===== config.mk =====
export PLATFORM = sky130hd
export DESIGN_NAME = alternating_bit_sender
export DESIGN_NICKNAME = d
export VERILOG_FILES = /design/src/abs_pkg.sv /design/src/alternating_bit_sender.sv /design/src/abs_queue.sv /design/src/abs_front.sv /design/src/abs_back.sv
export SDC_FILE = /design/constraint.sdc
export NUM_CORES = 1
export LEC_CHECK = 0
export BUFFER_PORTS_ARGS = -buffer_cell sky130_fd_sc_hd__buf_2
export CAP_MARGIN = 20
export CORE_AREA = 2 2 162 164
export CTS_CLUSTER_DIAMETER = 30
export CTS_CLUSTER_SIZE = 25
export DETAILED_ROUTE_END_ITERATION = 8
export DIE_AREA = 0 0 164 166
export GPL_ROUTABILITY_DRIVEN = 0
export PLACE_DENSITY = 0.79
export SLEW_MARGIN = 20
export SYNTH_ARGS = -nofsm -noshare
export SYNTH_HDL_FRONTEND = slang
export SYNTH_SLANG_ARGS = --single-unit

===== constraint.sdc =====
create_clock -name clk -period 8.1 [get_ports clk]
set_input_delay 1.62 -clock clk [delete_from_list [all_inputs] [get_ports clk]]
set_output_delay 1.62 -clock clk [all_outputs]
set_load 0.02 [all_outputs]

===== src/abs_pkg.sv =====
// ---------------------------------------------------------------------------
// abs_pkg
// Types and constants shared by the alternating bit sender modules.
// ---------------------------------------------------------------------------
package abs_pkg;

	localparam int unsigned PAYLOAD_BYTES_DEF = 20;
	localparam logic [15:0] TIMEOUT_RESET     = 16'd24;

	// request kinds
	localparam logic [1:0] KIND_MSG  = 2'd0;
	localparam logic [1:0] KIND_ACK  = 2'd1;
	localparam logic [1:0] KIND_TICK = 2'd2;

	// acknowledgement codes
	localparam logic [1:0] ACK_SEQ0  = 2'd0;
	localparam logic [1:0] ACK_SEQ1  = 2'd1;
	localparam logic [1:0] ACK_NAK   = 2'd2;
	localparam logic [1:0] ACK_OTHER = 2'd3;

	typedef struct packed {
		logic [1:0] kind;
		logic [7:0] data_byte;
		logic [1:0] ack_code;
	} item_t;

	typedef struct packed {
		logic        is_header;
		logic        seq_bit;
		logic [15:0] checksum;
		logic [7:0]  payload_byte;
		logic        is_last;
		logic        is_resend;
	} result_t;

	// send command from front to back
	typedef struct packed {
		logic        seq;
		logic [15:0] checksum;
		logic        resend;
	} cmd_t;

endpackage


===== src/alternating_bit_sender.sv =====
// ---------------------------------------------------------------------------
// alternating_bit_sender
// Stop-and-wait sender: builds, checksums, sends and resends packets.
// ---------------------------------------------------------------------------
// Requests are message bytes, acknowledgements or timer ticks. PAYLOAD_BYTES
// message bytes collected while idle form a packet, which goes out as one
// header result and PAYLOAD_BYTES byte results; the sender then waits for
// the acknowledgement matching its sequence bit. A NAK, or timeout_ticks
// ticks with no acknowledgement, resends the packet with is_resend set.
// Bytes that arrive while waiting are dropped; other or corrupt acks and
// anything arriving while idle besides bytes are ignored. For a packet the
// transmit sequencer picks the command up, sends the header, then one
// result per byte, at one result per cycle when result_stall stays low.
// Up to two packet commands queue up behind the sequencer; item_stall
// rises when the queue is full, and a message byte arriving while idle is
// held off while any packet is still queued or going out, since new bytes
// would overwrite the packet in the byte store before it has been sent.
// cfg_ready is always high; timeout_ticks resets to 24 and a value of 0
// acts as 1.
// ---------------------------------------------------------------------------
module alternating_bit_sender import abs_pkg::*; #(
	parameter int unsigned PAYLOAD_BYTES = PAYLOAD_BYTES_DEF
) (
	input  logic        clk,
	input  logic        arst_n,
	// request channel
	input  logic        item_valid,
	output logic        item_stall,
	input  item_t       item,
	// result channel
	output logic        result_valid,
	input  logic        result_stall,
	output result_t     result,
	// timeout_ticks write
	input  logic        cfg_valid,
	output logic        cfg_ready,
	input  logic [15:0] cfg_data
);

	localparam int unsigned IDX_W = $clog2(PAYLOAD_BYTES);

	logic             push, q_full, q_not_empty, pop, busy;
	cmd_t             push_cmd, pop_cmd;
	logic             wr_en;
	logic [IDX_W-1:0] wr_addr;
	logic [7:0]       wr_data;

	assign cfg_ready = 1'b1;

	// front: decode, sequence bit, checksum, timer
	abs_front #(.PAYLOAD_BYTES(PAYLOAD_BYTES)) u_front (
		.clk         (clk),
		.arst_n      (arst_n),
		.item_valid  (item_valid),
		.item_stall  (item_stall),
		.item        (item),
		.cfg_valid   (cfg_valid && cfg_ready),
		.cfg_data    (cfg_data),
		.q_full      (q_full),
		.back_active (busy || q_not_empty),
		.push        (push),
		.push_cmd    (push_cmd),
		.wr_en       (wr_en),
		.wr_addr     (wr_addr),
		.wr_data     (wr_data)
	);

	// send commands waiting for the sequencer
	abs_queue u_queue (
		.clk       (clk),
		.arst_n    (arst_n),
		.push      (push),
		.push_cmd  (push_cmd),
		.full      (q_full),
		.pop       (pop),
		.pop_cmd   (pop_cmd),
		.not_empty (q_not_empty)
	);

	// back: byte store and transmit sequencer
	abs_back #(.PAYLOAD_BYTES(PAYLOAD_BYTES)) u_back (
		.clk          (clk),
		.arst_n       (arst_n),
		.wr_en        (wr_en),
		.wr_addr      (wr_addr),
		.wr_data      (wr_data),
		.q_not_empty  (q_not_empty),
		.q_cmd        (pop_cmd),
		.pop          (pop),
		.busy         (busy),
		.result_valid (result_valid),
		.result_stall (result_stall),
		.result       (result)
	);

endmodule


===== src/abs_queue.sv =====
// ---------------------------------------------------------------------------
// abs_queue
// Two-entry command queue between the front and back of the sender.
// ---------------------------------------------------------------------------
module abs_queue import abs_pkg::*; (
	input  logic clk,
	input  logic arst_n,
	input  logic push,
	input  cmd_t push_cmd,
	output logic full,
	input  logic pop,
	output cmd_t pop_cmd,
	output logic not_empty
);

	cmd_t       ent_q [2];
	logic       wr_ptr_q;
	logic       rd_ptr_q;
	logic [1:0] cnt_q;

	assign full      = (cnt_q == 2'd2);
	assign not_empty = (cnt_q != 2'd0);
	assign pop_cmd   = ent_q[rd_ptr_q];

	always_ff @(posedge clk or negedge arst_n) begin
		if (!arst_n) begin
			wr_ptr_q <= 1'b0;
			rd_ptr_q <= 1'b0;
			cnt_q    <= 2'd0;
		end else begin
			if (push) wr_ptr_q <= ~wr_ptr_q;
			if (pop) rd_ptr_q <= ~rd_ptr_q;
			if (push && !pop) cnt_q <= cnt_q + 2'd1;
			else if (pop && !push) cnt_q <= cnt_q - 2'd1;
		end
	end

	always_ff @(posedge clk) begin
		if (push) ent_q[wr_ptr_q] <= push_cmd;
	end

endmodule


===== src/abs_front.sv =====
// ---------------------------------------------------------------------------
// abs_front
// Request decode, protocol state, checksum and retransmit timer.
// ---------------------------------------------------------------------------
module abs_front import abs_pkg::*; #(
	parameter int unsigned PAYLOAD_BYTES = PAYLOAD_BYTES_DEF,
	localparam int unsigned IDX_W = $clog2(PAYLOAD_BYTES)
) (
	input  logic             clk,
	input  logic             arst_n,
	input  logic             item_valid,
	output logic             item_stall,
	input  item_t            item,
	input  logic             cfg_valid,
	input  logic [15:0]      cfg_data,
	input  logic             q_full,
	input  logic             back_active,
	output logic             push,
	output cmd_t             push_cmd,
	output logic             wr_en,
	output logic [IDX_W-1:0] wr_addr,
	output logic [7:0]       wr_data
);

	logic             seq_q;
	logic             awaiting_q;
	logic [IDX_W-1:0] idx_q;
	logic [16:0]      sum_q;
	logic [15:0]      chk_q;
	logic [15:0]      ticks_q;
	logic [15:0]      timeout_q;
	logic [7:0]       hi_q;

	logic             accept;
	logic             is_msg, is_ack, is_tick;
	logic             last_byte, odd_byte;
	logic [16:0]      sum_base;
	logic [15:0]      add_w;
	logic [17:0]      sum_raw;
	logic [16:0]      sum_fold;
	logic [16:0]      sum_next;
	logic [15:0]      chk_next;
	logic             ack_match;
	logic             do_load, do_nak, do_expire;

	assign is_msg  = (item.kind == KIND_MSG);
	assign is_ack  = (item.kind == KIND_ACK);
	assign is_tick = (item.kind == KIND_TICK);

	// store must not change under a packet still being sent
	assign item_stall = q_full || (is_msg && !awaiting_q && back_active);
	assign accept     = item_valid && !item_stall;

	assign last_byte = (idx_q == IDX_W'(PAYLOAD_BYTES - 1));
	assign odd_byte  = idx_q[0];

	// folded one's complement sum, big-endian byte pairs
	always_comb begin
		sum_base = (idx_q == '0) ? {16'b0, seq_q} : sum_q;
		if (odd_byte)       add_w = {hi_q, item.data_byte};
		else if (last_byte) add_w = {item.data_byte, 8'h00};
		else                add_w = 16'h0000;
		sum_raw  = {1'b0, sum_base} + {2'b00, add_w};
		sum_fold = {15'b0, sum_raw[17:16]} + {1'b0, sum_raw[15:0]};
		sum_next = (odd_byte || last_byte) ? sum_fold : sum_base;
		chk_next = ~sum_next[15:0];
	end

	assign ack_match = (item.ack_code == (seq_q ? ACK_SEQ1 : ACK_SEQ0));

	assign do_load   = accept && is_msg && !awaiting_q && last_byte;
	assign do_nak    = accept && is_ack && awaiting_q && !ack_match
	                   && (item.ack_code == ACK_NAK);
	assign do_expire = accept && is_tick && awaiting_q && (ticks_q <= 16'd1);

	assign push            = do_load || do_nak || do_expire;
	assign push_cmd.seq    = seq_q;
	assign push_cmd.checksum = do_load ? chk_next : chk_q;
	assign push_cmd.resend = !do_load;

	assign wr_en   = accept && is_msg && !awaiting_q;
	assign wr_addr = idx_q;
	assign wr_data = item.data_byte;

	always_ff @(posedge clk or negedge arst_n) begin
		if (!arst_n) begin
			seq_q      <= 1'b0;
			awaiting_q <= 1'b0;
			idx_q      <= '0;
			sum_q      <= '0;
			chk_q      <= '0;
			ticks_q    <= '0;
			timeout_q  <= TIMEOUT_RESET;
		end else begin
			if (cfg_valid) timeout_q <= cfg_data;
			if (accept) begin
				if (is_msg && !awaiting_q) begin
					sum_q <= sum_next;
					if (last_byte) begin
						idx_q      <= '0;
						chk_q      <= chk_next;
						awaiting_q <= 1'b1;
						ticks_q    <= timeout_q;
					end else begin
						idx_q <= idx_q + IDX_W'(1);
					end
				end else if (is_ack && awaiting_q) begin
					if (ack_match) begin
						seq_q      <= ~seq_q;
						awaiting_q <= 1'b0;
						ticks_q    <= '0;
					end else if (do_nak) begin
						ticks_q <= timeout_q;
					end
				end else if (is_tick && awaiting_q) begin
					if (do_expire) ticks_q <= timeout_q;
					else ticks_q <= ticks_q - 16'd1;
				end
			end
		end
	end

	always_ff @(posedge clk) begin
		if (wr_en) hi_q <= item.data_byte;
	end

endmodule


===== src/abs_back.sv =====
// ---------------------------------------------------------------------------
// abs_back
// Packet store and transmit sequencer: header, then one result per byte.
// ---------------------------------------------------------------------------
module abs_back import abs_pkg::*; #(
	parameter int unsigned PAYLOAD_BYTES = PAYLOAD_BYTES_DEF,
	localparam int unsigned IDX_W = $clog2(PAYLOAD_BYTES)
) (
	input  logic             clk,
	input  logic             arst_n,
	input  logic             wr_en,
	input  logic [IDX_W-1:0] wr_addr,
	input  logic [7:0]       wr_data,
	input  logic             q_not_empty,
	input  cmd_t             q_cmd,
	output logic             pop,
	output logic             busy,
	output logic             result_valid,
	input  logic             result_stall,
	output result_t          result
);

	typedef enum logic [2:0] {
		ST_IDLE = 3'b001,
		ST_HDR  = 3'b010,
		ST_BYTE = 3'b100
	} back_state_t;

	back_state_t      state_q;
	cmd_t             cur_q;
	logic [IDX_W-1:0] idx_q;
	logic [7:0]       mem [PAYLOAD_BYTES];
	logic [7:0]       rd_data_q;
	result_t          out_q;
	logic             out_valid_q;

	logic             out_free;
	logic             rd_en;
	logic [IDX_W-1:0] rd_addr;
	logic             byte_last;

	assign out_free  = !out_valid_q || !result_stall;
	assign busy      = (state_q != ST_IDLE);
	assign pop       = (state_q == ST_IDLE) && q_not_empty;
	assign byte_last = (idx_q == IDX_W'(PAYLOAD_BYTES - 1));

	assign result_valid = out_valid_q;
	assign result       = out_q;

	// read ahead one byte each time the output register is loaded, except for the last byte
	always_comb begin
		rd_en   = 1'b0;
		rd_addr = '0;
		case (state_q)
			ST_HDR: begin
				rd_en = out_free;
			end
			ST_BYTE: begin
				rd_en   = out_free && !byte_last;
				rd_addr = idx_q + IDX_W'(1);
			end
			default: begin
				rd_en = 1'b0;
			end
		endcase
	end

	always_ff @(posedge clk) begin
		if (wr_en) mem[wr_addr] <= wr_data;
		if (rd_en) rd_data_q <= mem[rd_addr];
	end

	always_ff @(posedge clk or negedge arst_n) begin
		if (!arst_n) begin
			state_q     <= ST_IDLE;
			out_valid_q <= 1'b0;
		end else begin
			if (!result_stall) out_valid_q <= 1'b0;
			case (state_q)
				ST_IDLE: begin
					if (q_not_empty) state_q <= ST_HDR;
				end
				ST_HDR: begin
					if (out_free) begin
						out_valid_q <= 1'b1;
						state_q     <= ST_BYTE;
					end
				end
				ST_BYTE: begin
					if (out_free) begin
						out_valid_q <= 1'b1;
						if (byte_last) state_q <= ST_IDLE;
					end
				end
				default: begin
					state_q <= ST_IDLE;
				end
			endcase
		end
	end

	always_ff @(posedge clk) begin
		if (pop) cur_q <= q_cmd;
		if (state_q == ST_HDR && out_free) begin
			idx_q              <= '0;
			out_q.is_header    <= 1'b1;
			out_q.seq_bit      <= cur_q.seq;
			out_q.checksum     <= cur_q.checksum;
			out_q.payload_byte <= 8'h00;
			out_q.is_last      <= 1'b0;
			out_q.is_resend    <= cur_q.resend;
		end else if (state_q == ST_BYTE && out_free) begin
			idx_q              <= idx_q + IDX_W'(1);
			out_q.is_header    <= 1'b0;
			out_q.payload_byte <= rd_data_q;
			out_q.is_last      <= byte_last;
		end
	end

endmodule


**Word level (Yosys, flattened, before mapping)**

Memory sizes are Yosys's and may differ from the RTL's. A register that Yosys moved wholly into a read port is not among the register bits.
Cells that the tools add are included.

- Muxes and demuxes: 34
- $lt $le $gt $ge: 1
- Equality and inequality tests: 17
- Reduce and logical (&&, ||, !) cells: 50
- Bitwise logic cells: 5
- Add/subtract/negate cells: 7

Operators with widths:

| cell | count |
|---|---|
| $mux 16 | 10 |
| $mux 17 | 2 |
| $logic_and 1x1->1 | 21 |
| $add 17x16->18 | 1 |
| $add 2x16->17 | 1 |
| $le 16x1->1 const B | 1 |
| $not 16->16 | 1 |
| $reduce_and 4->1 | 4 |
| $sub 16x1->16 const B | 1 |
| $mux 1 | 12 |
| $mux 3 | 4 |
| $add 5x1->5 const B | 2 |
| $eq 5x5->1 const B | 2 |
| $mux 5 | 2 |
| $logic_not 1->1 | 9 |
| $pmux 3 s3 | 1 |
| $ne 2x1->1 const B | 4 |
| $reduce_bool 2->1 | 4 |
| $eq 2x2->1 const B | 3 |
| $logic_or 1x1->1 | 6 |
| $logic_not 5->1 | 1 |
| $mux 2 | 2 |
| $ne 4x1->1 const B | 1 |
| $not 1->1 | 4 |
| 15 further kinds | 15 |

- RAM bits: 196
- Memories: 2
- Output and inout bits: 31
- Word-level logic and storage cells: 136
- Input bits: 33
- Bits in registers: 121

Memories:

| memory | words | bits a word | read ports | clocked after memory_dff | write ports | RTL line | RTL |
|---|---|---|---|---|---|---|---|
| u_back.mem | 20 | 8 | 1 | 1 | 1 | abs_back.sv:32 | `logic [7:0] mem [PAYLOAD_BYTES];` |
| u_queue.ent_q | 2 | 18 | 1 | 1 | 1 | abs_queue.sv:16 | `cmd_t ent_q [2];` |

**Depth between registers and ports, before layout**

Gate-level depths: netlist of the first run.

- Depth after elaboration: 16
- Mapped depth: 29

**Cells and area by module**

Synthesis of the first run repeated with hierarchy kept, for this count alone.

- Cells, all modules: 1286
- Area total of the unflattened synthesis: 15965.3 sq um

By module, submodules not included:

| module | area an instance (sq um) | cells each | seq. area each (sq um) | times used |
|---|---|---|---|---|
| abs_back | 8942.3 | 597 | 6527.5 | 1 |
| abs_front | 5467.7 | 614 | 2044.5 | 1 |
| abs_queue | 1537.7 | 72 | 1181.1 | 1 |
| alternating_bit_sender | 17.5 | 3 | 0.0 | 1 |

**Least setup slack after synthesis of the first run**

Ideal clock, no wire load.

- Path kind: register to register
- Start point: register u_front.idx_q[0], in the netlist u_front.wr_addr[0]
- End point: register u_front.sum_q[16]
- Setup slack: 2.462 ns
- Period minus slack after synthesis: 5.638 ns
- Buffers on the path: 5
- Stages on the path, launching flop included: 28
- Arrival: 5.562 ns
- Setup time: 0.077 ns
- Required time: 8.023 ns
- Cells stage by stage: dfrtp_1 clkbuf_1 inv_1 ha_1 or4b_1 buf_2 buf_6 clkbuf_1 and2_1 ha_1 a21oi_1 and2_1 clkbuf_1 a21oi_1 o21ai_2 a221oi_1 o21ai_0 a21oi_1 nor2_1 nor2_1 fa_1 nand2_1 nor3_1 nand2_2 nor4b_4 nand3_1 or4_1 o21ai_1

- Cells in the longest elaborated chain, start to end: 6

Ends and longest elaborated chain:

| element | RTL line | RTL |
|---|---|---|
| start, declared | abs_front.sv:27 | `logic [IDX_W-1:0] idx_q;` |
| start signal, assigned | abs_front.sv:105 | `idx_q <= idx_q + IDX_W'(1);` |
| $eq 5x5->1 | abs_front.sv:54 | `assign last_byte = (idx_q == IDX_W'(PAYLOAD_BYTES - 1));` |
| $mux 16 | abs_front.sv:61 | `else if (last_byte) add_w = {item.data_byte, 8'h00};` |
| $mux 16 | abs_front.sv:60 | `if (odd_byte) add_w = {hi_q, item.data_byte};` |
| $add 17x16->18 | abs_front.sv:63 | `sum_raw = {1'b0, sum_base} + {2'b00, add_w};` |
| $add 2x16->17 | abs_front.sv:64 | `sum_fold = {15'b0, sum_raw[17:16]} + {1'b0, sum_raw[15:0]};` |
| $mux 17 (*) | abs_front.sv:65 | `sum_next = (odd_byte \|\| last_byte) ? sum_fold : sum_base;` |
| end signal, assigned | abs_front.sv:98 | `sum_q <= sum_next;` |
| end, declared | abs_front.sv:28 | `logic [16:0] sum_q;` |

Every way passes the cells marked *; elsewhere a longest branch is shown, timed or not.
A chain may end at the register's enable or synchronous reset.

==> metrics.md, run 1 <==
| Metric | Value |
|---|---|
| Worst IR drop on VDD | `roughly 0.00024 V` |
| Cell Rows | `59` |
| Power Internal | `between 0.004 and 0.005 W` |
| Clock transition at path regs | `~60 ps` |
| Setup crit end kind | `register` |
| FILL cells | `1699` |
| Hold path start | `u_back.cur_q[14]` |
| Crit path DAT | `about 7000 ps` |
| Count of final hold-check violations | `0` |
| H-tree Lvls | `2` |
| Largest family of logic cells by synthesized area | `compound AO/OA/AOI/OAI gates` |
| Gr usage total | `roughly a quarter` |
| Pwr Total | `roughly 0.0066 W` |
| Avg WL per Cell | `19.8 µm` |
| Vias in the first global route | `approximately 10000` |
| Net count, final | `1415` |
| R2R Path Start | `u_front.wr_addr[0]` |
| WL met1 | `approximately 15000 µm` |
| Crit-path cells | `inv_1 -> ha_1 -> or4b_1 -> and2_1 -> ha_1 -> a21oi_1 -> and2_1 -> a21oi_1 -> o21ai_2 -> a221oi_1 -> o21ai_0 -> a21oi_1 -> nor2_1 -> nor2_1 -> ha_1 -> a21oi_1 -> nor2b_1 -> nor3b_1 -> nand3_1 -> nor3_1 -> nand4b_1 -> xor2_1 -> o21ai_0` |
| Synthesized area | `approximately 0.016 mm²` |
| Post-CTS Hold Buffers | `0` |
| Power Density | `roughly 360 mW/mm²` |
| Most frequent CP cell | `a21oi_1` |
| Number of top-level pins | `between 60 and 70` |
| Post-cts sizing count | `0` |
| Core ar. | `between 0.02 and 0.03 mm²` |
| Clock Tree Buf Depth | `3` |
| Sequential fraction of design power | `a little over a third` |
| Num CTS Buffers | `60` |
| Yosys cell types | `75` |
| Switching Share | `about 34%` |
| Final setup fails | `0` |
| Reg area | `roughly 0.01 mm²` |
| Achievable Freq | `between 100 and 150 MHz` |
| NetSw | `roughly 0.0022 W` |
| Post-synth top flop | `edfxtp_1` |
| Reg2reg end | `u_queue.ent_q[1][16]` |
| Synthesized area per cell | `12.0 µm²` |
| Worst setup path category | `reg2reg` |
| Detailed placement HPWL | `roughly 22000 µm` |
| CTS Sinks | `between 300 and 400` |
| Complex-gate fraction of the synthesized area | `between 10 and 15%` |
| Post-synthesis mux area share | `under 10%` |
| IO buf count | `62` |
| First-pass GRT wire length | `55000 µm` |
| Crit-path max FO | `32` |
| YS warnings | `0` |
| # Post-CTS Setup Buffers | `0` |
| Synth Net Count | `about 1400` |
| Comb power frac | `between 20% and 30%` |
| Hold EP | `u_back.result[23]` |
| DRT Wirelength | `around 34000 µm` |
| Footprint of the multi-input gates | `around 0.0054 mm²` |
| Sequential area share after synthesis | `62.8%` |
| Slew headroom | `a little under two fifths` |
| Worst-skew pair later-pin latency | `around 600 ps` |
| Vias | `10700` |
| Adder-cell area share of the yosys netlist | `under 10%` |
| Worst hold-check path type | `reg2reg` |
| Post-Syn Instances | `~1300` |
| Remaining DRCs | `0` |
| Via density | `6.16` |
| R2R depth | `23` |
| RSZ-0062 raised after global routing | `false` |
| Count of final max-slew check failures | `0` |
| Area Overhead vs Synth | `16.9%` |
| Die area | `around 0.027 mm²` |
| Metal3 WL | `roughly 2700 µm` |
| Layout cells sized above 1 | `roughly 18%` |
| Post-DRT Antenna Nets | `0` |
| Grt total ovfl | `0` |
| Hold depth | `0` |
| Async set or reset register ratio after synthesis | `approximately a quarter` |
| CP Launch Type | `register` |
| Tcrit/Tclk final | `between 80% and 90%` |
| Post-synth EDFFs | `between 200 and 250` |
| Flops & latches, synth | `roughly 340` |
| Slew of the pin with the lowest slew margin | `944 ps` |
| Diodes inserted | `0` |
| Crit path time final | `6700 ps` |
| Met2 wire len | `15900 µm` |
| CTS tree | `yes` |
| Simple logic cell fraction of the synthesized area | `a little under an eighth` |
| Slowest CP cell | `or4b_1` |
| First-pass iteration count of the detailed router | `5` |
| Crit-path max cell delay | `around 820 ps` |
| Sum Neg Setup Slack | `0 ps` |
| Largest net degree at the start of global routing | `between 80 and 90` |
| Static leakage | `approximately 7 nW` |
| DR iter-0 viols | `1192` |
| Count of max-cap constraint violations | `0` |
| Clock power frac | `approximately 38%` |
| Initial core utilization | `roughly three fifths` |
| Die Y | `approximately 170 µm` |
| Clock Skews | `54.2 ps` |
| Status | `finished, final reports clean` |
| Worst EP required | `about 8400 ps` |
| Flop-to-flop setup slack | `about 1400 ps` |
| Die W | `around 160 µm` |
| Initial antenna violation count | `0` |
| XOR/XNOR Fraction of Synth Area | `around 2.1%` |
| CTS root buf | `clkbuf_16` |
| Highest routed layer | `met4` |
-- logic make-up (layout without fill, tap and decap cells) --
family / Yosys count / in the layout
DFF: 343 / 343
AOI/OAI and AO/OA: 339 / 339
and+or+nand+nor: 379 / 379
other: 1 / 1
xor gates and xnor gates: 37 / 37
muxes: 71 / 71
buffers and inverters: 94 / 210
adders and majority gates: 27 / 27
-- worst max-delay path, delay by kind of cell (launching register included) --
| kind | cells | cell delay (ps) |
|---|---|---|
| flip-flops | 1 | 690 |
| XOR/XNOR | 1 | 290 |
| AO/OA/AOI/OAI | 8 | 1580 |
| AND/OR/NAND/NOR | 10 | 2870 |
| adder cells (fa/ha/maj) | 3 | 720 |
| buffers and inverters | 1 | 260 |
-- worst max-delay path by stage --
stage / start / endpoint / cells past startpoint
after global placement: item[2] / u_front.sum_q[16] / 22
after detailed placement: u_front.wr_addr[0] / u_front.sum_q[16] / 25
after floorplan: u_front.wr_addr[0] / u_front.sum_q[16] / 27
final: u_front.wr_addr[0] / u_queue.ent_q[1][16] / 23
after global routing: u_front.wr_addr[0] / u_queue.ent_q[1][16] / 23
after CTS: u_front.wr_addr[0] / u_queue.ent_q[1][16] / 23
-- through the flow --
| step | cells | setup slack (ps) | cell area (µm²) | hold WS (ps) | utilization, % |
|---|---|---|---|---|---|
| after global routing | 1742 | 870 | 18200 | 426 | 70.9 |
| after detailed placement | 1628 | 1580 | 16100 | 406 | 62.8 |
| final | 1742 | 1400 | 18200 | 415 | 70.9 |
| after CTS | 1742 | 1510 | 18100 | 420 | 70.8 |
| after global placement | 1628 | 1810 | 16100 | 400 | 62.8 |
| after floorplan | 1291 | 2460 | 15500 | 400 | - |
-- sequential cells by signal (all words and copies together), names as in the netlist, 2 cells and up --
signal / flops
u_queue.cnt_q: 2
u_front.sum_q: 17
u_back.state_q: 3
u_front.wr_addr: 5
u_front.chk_q: 16
u_front.hi_q: 8
u_back.mem: 160
u_back.cur_q: 18
u_front.timeout_q: 16
u_queue.ent_q: 36
u_back.result: 28
u_back.idx_q: 5
u_back.rd_data_q: 8
u_front.ticks_q: 16
-- placed cells by master (no fill, tap or decap), drive strengths merged, types with 6 or more instances in the layout --
cell type and instances:
a21o 17, xnor2 20, a22oi 11, clkbuf 68, clkinv 24, and2 29, mux2 44, edfxtp 248
nand3 13, o21ai 122, a31oi 9, o221ai 17, clkinvlp 8, nand2b 6, ha 25, a22o 6
a21oi 58, a221oi 10, o22ai 9, nor3b 6, o211ai 6, mux2i 27, a311oi 10, buf 74
nand2 145, inv 31, nor2b 19, xor2 17, a211oi 38, nor2 111, dfrtp 77, nor3 16
dfxtp 15, nor4 6
-- cells in the mapped netlist (6+ instances only) --
cell type | n | share of area [%]
xor2_1 | 17 | 0.96
nor4_1 | 6 | 0.24
nand3_1 | 13 | 0.42
nor2_1 | 111 | 2.7
a221oi_1 | 10 | 0.56
dfxtp_1 | 15 | 1.9
mux2_2 | 44 | 3.2
nand2b_1 | 6 | 0.24
a22o_1 | 6 | 0.34
inv_1 | 21 | 0.51
o21ai_0 | 116 | 3.7
edfxtp_1 | 248 | 48
a22oi_1 | 11 | 0.53
nand2_1 | 144 | 3.5
o22ai_1 | 9 | 0.36
a211oi_1 | 38 | 1.8
a21oi_1 | 57 | 1.8
o221ai_1 | 16 | 0.90
clkbuf_1 | 67 | 1.6
xnor2_1 | 20 | 1.1
mux2i_1 | 27 | 1.7
a21o_1 | 17 | 0.82
a311oi_1 | 10 | 0.56
dfrtp_1 | 77 | 12
nor2b_1 | 19 | 0.77
o211ai_1 | 6 | 0.29
and2_1 | 29 | 1.2
nor3_1 | 16 | 0.52
a31oi_1 | 9 | 0.36
ha_1 | 25 | 2.0
-- cell type report --
class                      count  area share, %
sequential                   343           53.7
tap                          335           2.31
inverter                      22          0.455
multi-input combinational    854           29.9
timing repair buffer          74           2.24
clock buffer                  68           8.66
clock inverter                46           2.66
-- metal layers --
metal / up-vias / global-route usage (%)
met2: 510 / 38.4
met1: 5192 / 39.2
met4: 0 / 7.89
met3: 59 / 4.20
met5: - / 0
li1: 4966 / -
-- power by group through the flow --
stage	sequential, W	combinational, W	clock, W
6_report	0.00234	0.00173	0.00248
5_1_grt	0.00237	0.00190	0.00259
4_1_cts	0.00234	0.00170	0.00250
3_5_place_dp	0.00237	0.00168	0
3_3_place_gp	0.00236	0.00164	0
2_1_floorplan	0.00233	0.00125	0
No activity file was read; power rests on OpenSTA's default activity.
==> run 2: changes to the inputs <==
Settings changed: ABC_AREA from default to 1, CORE_AREA 2 2 162 164 to 2 2 164 166, DIE_AREA 0 0 164 166 to 0 0 166 168.
Clock period 8.1 ns to 6.8 ns, I/O delays scaled along.
==> metrics.md, run 2 <==
| Metric | Value |
|---|---|
| Status | `finished, final reports clean` |
| Post-synth EDFFs | `248 (unchanged)` |
| RSZ-0062 raised after global routing | `false` |
| Diodes inserted | `0 (unchanged)` |
| Power Density | `416 mW/mm² (+15%)` |
| Top cells by area, synth | `edfxtp_1 (47%), dfrtp_1 (12%), nand2_1 (8.4%)` |
| First-pass GRT wire length | `62400 µm (+13%)` |
| Post-Syn Instances | `1553 (+20%)` |
| Count leader, synth | `nand2_1` |
| Slew of the pin with the lowest slew margin | `1090 ps (+149 ps)` |
| Area Overhead vs Synth | `16.8% (about the same)` |
| Synth top cells by count | `nand2_1 (355), edfxtp_1 (248), o21ai_0 (142)` |
| Tcrit/Tclk final | `78.0% (-4.6 points)` |
| Sequential area share after synthesis | `61.3% (-1.5 points)` |
| Slew headroom | `26.8% (-10 points)` |
| Worst IR drop on VDD | `0.000322 V (+34%)` |
| Worst EP required | `7110 ps (-1300 ps)` |
| Clock Tree Buf Depth | `3 (unchanged)` |
| Cell Area, Placed | `0.0165 mm² (+2.5%)` |
| Synthesized area | `0.0159 mm² (+2.4%)` |
| Worst Setup EP | `u_queue.ent_q[0][16]` |
| # Post-CTS Setup Buffers | `0 (unchanged)` |
| Setup crit end kind | `register` |
| Initial core utilization | `60.4% (-0.27 points)` |
| Die Y | `168 µm (+1.2%)` |
| Crit path time final | `5310 ps (-1390 ps)` |
| Synthesized area per cell | `10.2 µm² (-15%)` |
| Post-CTS Hold Buffers | `0 (unchanged)` |
| Count of final max-slew check failures | `0 (unchanged)` |
| Final setup fails | `0 (unchanged)` |
| Count of max-cap constraint violations | `0 (unchanged)` |
| Count of final hold-check violations | `0 (unchanged)` |
| Crit-path max FO | `22 (-31%)` |
| H-tree Lvls | `2 (unchanged)` |
| Area share of the largest cell type after synthesis | `46.8% (-1.1 points)` |
| CTS tree | `yes` |
| YS warnings | `0 (unchanged)` |
| Post-synth top flop | `edfxtp_1` |
| First-pass iteration count of the detailed router | `5 (unchanged)` |
| Most common cell after layout, fill and taps aside | `nand2_1` |
| IO buf count | `62 (unchanged)` |
| Initial antenna violation count | `0 (unchanged)` |
| Yosys cell types | `58 (-23%)` |
| Vias in the first global route | `12100 (+17%)` |
| CTS root buf | `clkbuf_16` |
| Die area | `0.0279 mm² (+2.4%)` |
| Clock Skews | `15.6 ps (-38.6 ps)` |
| Crit path DAT | `5610 ps (-1400 ps)` |
| Pwr Total | `0.00773 W (+18%)` |
| Post-cts sizing count | `0 (unchanged)` |
| Grt total ovfl | `0 (unchanged)` |
| Post-DRT Antenna Nets | `0 (unchanged)` |
| Layout cells sized above 1 | `16.6% (-1.0 points)` |
| Detailed placement HPWL | `24200 µm (+13%)` |
| Top reg by flops | `u_back.mem` |
| Die W | `166 µm (+1.2%)` |
| Final WS setup | `1490 ps (+90.8 ps)` |
| Most frequent cells in the layout | `nand2_1 (355), edfxtp_1 (248), o21ai_0 (142)` |
| Synth area leader | `edfxtp_1` |
| R2R Path Start | `u_front.wr_addr[0]` |
| Net count, final | `1689 (+19%)` |
| Async set or reset register ratio after synthesis | `23.3% (unchanged)` |
| Sum Neg Setup Slack | `0 ps (unchanged)` |
| Core ar. | `0.0264 mm² (+2.9%)` |
| Num CTS Buffers | `60 (unchanged)` |
| Static leakage | `7.82 nW (+14%)` |
| CTS Sinks | `343 (unchanged)` |
| Cell Rows | `60 (+1.7%)` |
| Worst setup path startpoint | `u_front.wr_addr[0]` |
| Design Area, Final | `0.0186 mm² (+2.4%)` |
| Reg2reg end | `u_queue.ent_q[0][16]` |
| Hold path start | `u_back.cur_q[10]` |
| Gr usage total | `28.2% (+2.5 points)` |
| Flop-to-flop setup slack | `1490 ps (+90 ps)` |
| Remaining DRCs | `0 (unchanged)` |
| CP Launch Type | `register` |
| Worst hold-check path type | `reg2reg` |
| Worst setup path category | `reg2reg` |
| Via density | `6.00 (-2.5%)` |
| DR iter-0 viols | `1267 (+6.3%)` |
| Flops & latches, synth | `343 (unchanged)` |
| Achievable Freq | `188 MHz (+26%)` |
| Number of top-level pins | `64 (unchanged)` |
| DRT Wirelength | `38900 µm (+13%)` |
| Clock transition at path regs | `50 ps (about the same)` |
| Max FFs per register | `160 (unchanged)` |
| Avg WL per Cell | `19.3 µm (-2.7%)` |
| DP Worst Slack | `1580 ps (+5.22 ps)` |
| Synth Net Count | `1613 (+19%)` |
| R2R depth | `26 (+13%)` |
| Worst-skew pair later-pin latency | `580 ps (-20 ps)` |
| Largest net degree at the start of global routing | `59 (-27%)` |
| Vias | `12100 (+13%)` |
[run 2: layout make-up]
type	instances	area, µm²
Tap cell	341	427
Inverter	144	541
Fill cell	1769	7770
Timing Repair Buffer	73	399
Multi-Input combinational cell	1007	5380
Clock inverter	42	413
Sequential cell	343	9750
Clock buffer	72	1670
[run 2: power by group]
group | total, W | internal (W) | leakage (nW) | switching [W]
registers | 0.00279 | 0.00260 | 3.37 | 0.000190
clock network | 0.00301 | 0.00188 | 1.03 | 0.00113
logic | 0.00193 | 0.000583 | 3.42 | 0.00135
total | 0.00773 | 0.00506 | 7.82 | 0.00267
[run 2: worst max-delay path: stages (launching register included)]
cell and delay [ps]:
dfrtp_1 770, inv_2 220, ha_1 310, nand3_4 260, nand2_1 150, inv_1 120
ha_1 290, a21oi_1 320, o21ai_0 210, a21oi_1 210, nand2_1 100, nand2_1 100
nand2_1 70, nand2_1 90, a21oi_1 110, ha_1 300, a21oi_1 70, nor2_1 180
nand3_1 130, nor2_2 150, nand2_2 110, nor2_8 130, nand3_1 110, nand2_1 90
nand3_1 80, nand3_1 200, nand2_1 130
[run 2: logic make-up (layout without fill, tap and decap cells)]
kind of cell / after synthesis / count (layout) / share of synthesized area (%)
buffers and inverters: 203 / 331 / 5.00
DFF: 343 / 343 / 61.3
xor gates and xnor gates: 19 / 19 / 1.16
and+or+nand+nor: 633 / 633 / 17.9
muxes: 19 / 19 / 1.24
AOI/OAI and AO/OA: 308 / 308 / 11.2
other: 1 / 1 / 0.0236
adders and majority gates: 27 / 27 / 2.22
[run 2: worst min path at each step]
stage                   endpoint  cells after the start
3_5_place_dp   u_back.result[16]                      0
5_1_grt        u_back.result[12]                      0
6_report       u_back.result[19]                      0
3_3_place_gp   u_back.result[13]                      0
2_1_floorplan   u_back.result[0]                      0
4_1_cts        u_back.result[19]                      0
[run 2: metal layers]
layer	global-route usage, %	vias to the layer above	part of all wire (%)
met5	0	-	0
met1	37.1	5801	39
met2	46.7	667	48
li1	-	5521	-
met3	5.17	150	9.6
met4	12.0	0	4.0
[run 2: through the flow]
stage               std cells  util [%]  hold slack, ps
finish                   2022      70.5             416
global route             2022      70.5             419
CTS                      2021      70.5             415
detailed placement       1907      62.5             405
global placement         1907      62.5             401
floorplan                1553         -             400
==> run 3: changes to the inputs <==
Clock period 6.8 ns to 5.2 ns, I/O delays scaled along.
==> metrics.md, run 3 (synthesized netlist as in run 2, its figures left out) <==
| Metric | Value |
|---|---|
| Slew of the pin with the lowest slew margin | `951 ps (-143 ps)` |
| Slowest CP cell | `dfrtp_1` |
| Worst IR drop on VDD | `0.000402 V (+25%)` |
| Power Density | `545 mW/mm² (+31%)` |
| Slew headroom | `36.4% (+9.6 points)` |
| WL met1 | `15400 µm (+2.5%)` |
| Most frequent CP cell | `nand2_1` |
| Flop-to-flop setup slack | `480 ps (-1010 ps)` |
| Die area | `0.0279 mm² (unchanged)` |
| Top reg by flops | `u_back.mem` |
| Crit-path max cell delay | `420 ps (-350 ps)` |
| Design Area, Final | `0.0188 mm² (+0.99%)` |
| Vias in the first global route | `11900 (-1.2%)` |
| Status | `finished, final reports clean` |
| Switching Share | `33.9% (-0.60 points)` |
| Clock transition at path regs | `50 ps (about the same)` |
| Worst hold-check path type | `reg2reg` |
| First-pass iteration count of the detailed router | `6 (+1)` |
| Highest routed layer | `met4` |
| Vias | `12000 (-0.77%)` |
| Clock Tree Buf Depth | `3 (unchanged)` |
| Cell Area, Placed | `0.0166 mm² (+0.70%)` |
| CTS root buf | `clkbuf_16` |
| Num CTS Buffers | `59 (-1.7%)` |
| Clock Skews | `59.3 ps (+43.7 ps)` |
| Final setup fails | `0 (unchanged)` |
| Tcrit/Tclk final | `90.7% (+13 points)` |
| Crit-path max FO | `8 (-64%)` |
| Diodes inserted | `0 (unchanged)` |
| Largest net degree at the start of global routing | `57 (-3.4%)` |
| Net count, final | `1705 (+0.95%)` |
| Initial antenna violation count | `0 (unchanged)` |
| Metal3 WL | `3670 µm (-2.2%)` |
| Count of final hold-check violations | `0 (unchanged)` |
| Remaining DRCs | `0 (unchanged)` |
| Layout cells sized above 1 | `17.2% (+0.62 points)` |
| Static leakage | `7.89 nW (+0.92%)` |
| CTS Sinks | `343 (unchanged)` |
| Grt total ovfl | `0 (unchanged)` |
| Number of top-level pins | `64 (unchanged)` |
| Count of final max-slew check failures | `0 (unchanged)` |
| Die W | `166 µm (unchanged)` |
| Area Overhead vs Synth | `17.9%` |
| Power Internal | `0.00676 W (+34%)` |
| R2R depth | `31 (+19%)` |
| CTS tree | `yes` |
| IO buf count | `62 (unchanged)` |
| Gr usage total | `27.9% (-0.27 points)` |
| Avg WL per Cell | `19.2 µm (about the same)` |
| Sequential fraction of design power | `35.6% (-0.5 points)` |
| Worst EP required | `5530 ps (-1580 ps)` |
| Setup crit end kind | `register` |
| Max FFs per register | `160 (unchanged)` |
| H-tree Lvls | `2 (unchanged)` |
| Final core occ | `71.2% (+0.70 points)` |
| Worst setup path category | `reg2reg` |
| Hold depth | `0 (unchanged)` |
| RSZ-0062 raised after global routing | `false` |
| DR iter-0 viols | `1281 (+1.1%)` |
| Initial core utilization | `60.4% (unchanged)` |
| Most frequent cells in the layout | `nand2_1 (355), edfxtp_1 (248), o21ai_0 (142)` |
| Count of max-cap constraint violations | `0 (unchanged)` |
| Met2 wire len | `18800 µm (+1.0%)` |
| Core ar. | `0.0264 mm² (unchanged)` |
| Clock power frac | `39.2% (+0.3 points)` |
| Detailed placement HPWL | `24900 µm (+2.8%)` |
| Post-DRT Antenna Nets | `0 (unchanged)` |
| Worst-skew pair later-pin latency | `620 ps (+40 ps)` |
| Hold_ws | `416 ps (-0.363 ps)` |
| First-pass GRT wire length | `62200 µm (-0.35%)` |
| Most common cell after layout, fill and taps aside | `nand2_1` |
| Cell Rows | `60 (unchanged)` |
| NetSw | `0.00347 W (+30%)` |
| Crit path DAT | `5050 ps (-560 ps)` |
| Sum Neg Setup Slack | `0 ps (unchanged)` |
| Crit path time final | `4720 ps (-589 ps)` |
| Achievable Freq | `212 MHz (+12%)` |
| DRT Wirelength | `39200 µm (+0.65%)` |
| Via density | `5.91 (-1.5%)` |
| CP Launch Type | `register` |
| Comb power frac | `25.3% (+0.3 points)` |
| Die Y | `168 µm (unchanged)` |
## run 3: changes by cell type in the layout (fill, tap and decap cells not counted), moves of 3 or more
cell and change:
buf_4 +18, bufinv_16 +4, clkbuf_16 -3, clkbuf_8 +3, clkinvlp_4 +5, inv_6 -6, inv_8 -7
## run 3: final cells by class
type	count	area, µm²
sequential	343	9750
multi-input combinational	1007	5380
fill	1696	7590
inverter	144	541
timing repair buffer	90	523
tap	341	427
clock inverter	39	499
clock buffer	73	1640
## run 3: repair_timing
item / in CTS / in global routing
hold buffers: 0 / 0
setup buffers: 0 / 2
resized for setup: 0 / 2
setup endpoints to repair: 0 / 21
## run 3: worst max-delay path: cells and delay by family, from the launching register on
family                     cells  cell delay (ps)
adders and majority gates      3              760
DFF                            1              420
buffers and inverters          3              380
AOI/OAI and AO/OA              4              700
and+or+nand+nor               21             2190
## run 3: power groups by stage
stage	combinational, W	clock (W)	sequential, W
floorplan	0.00176	0	0.00368
global placement	0.00242	0	0.00366
detailed placement	0.00249	0	0.00367
CTS	0.00253	0.00402	0.00364
global route	0.00286	0.00415	0.00368
finish	0.00259	0.00401	0.00364
## run 3: per-stage QoR
step / setup WS (ps) / power (W) / instances
after global placement: 572 / 0.00608 / 1923
after CTS: 325 / 0.0102 / 2035
after global routing: 94.3 / 0.0107 / 2037
after detailed placement: 360 / 0.00617 / 1923
final: 484 / 0.0102 / 2037
after floorplan: 797 / 0.00544 / 1553
## run 3: layer usage
layer | up-vias | track usage [%]
met5 | - | 0
met4 | 0 | 11.4
met3 | 118 | 4.49
met2 | 688 | 45.8
met1 | 5705 | 37.7
li1 | 5534 | -
## run 3: final timing paths
check / startpoint / end
setup / recovery: u_front.wr_addr[1] / u_queue.ent_q[0][14]
hold / removal: u_back.cur_q[11] / u_back.result[20]
setup reg to reg: u_front.wr_addr[1] / u_queue.ent_q[0][14]
hold reg to reg: u_back.cur_q[11] / u_back.result[20]
max in group asynchronous: arst_n / u_front.timeout_q[3]
min in group asynchronous: arst_n / u_back.result_valid
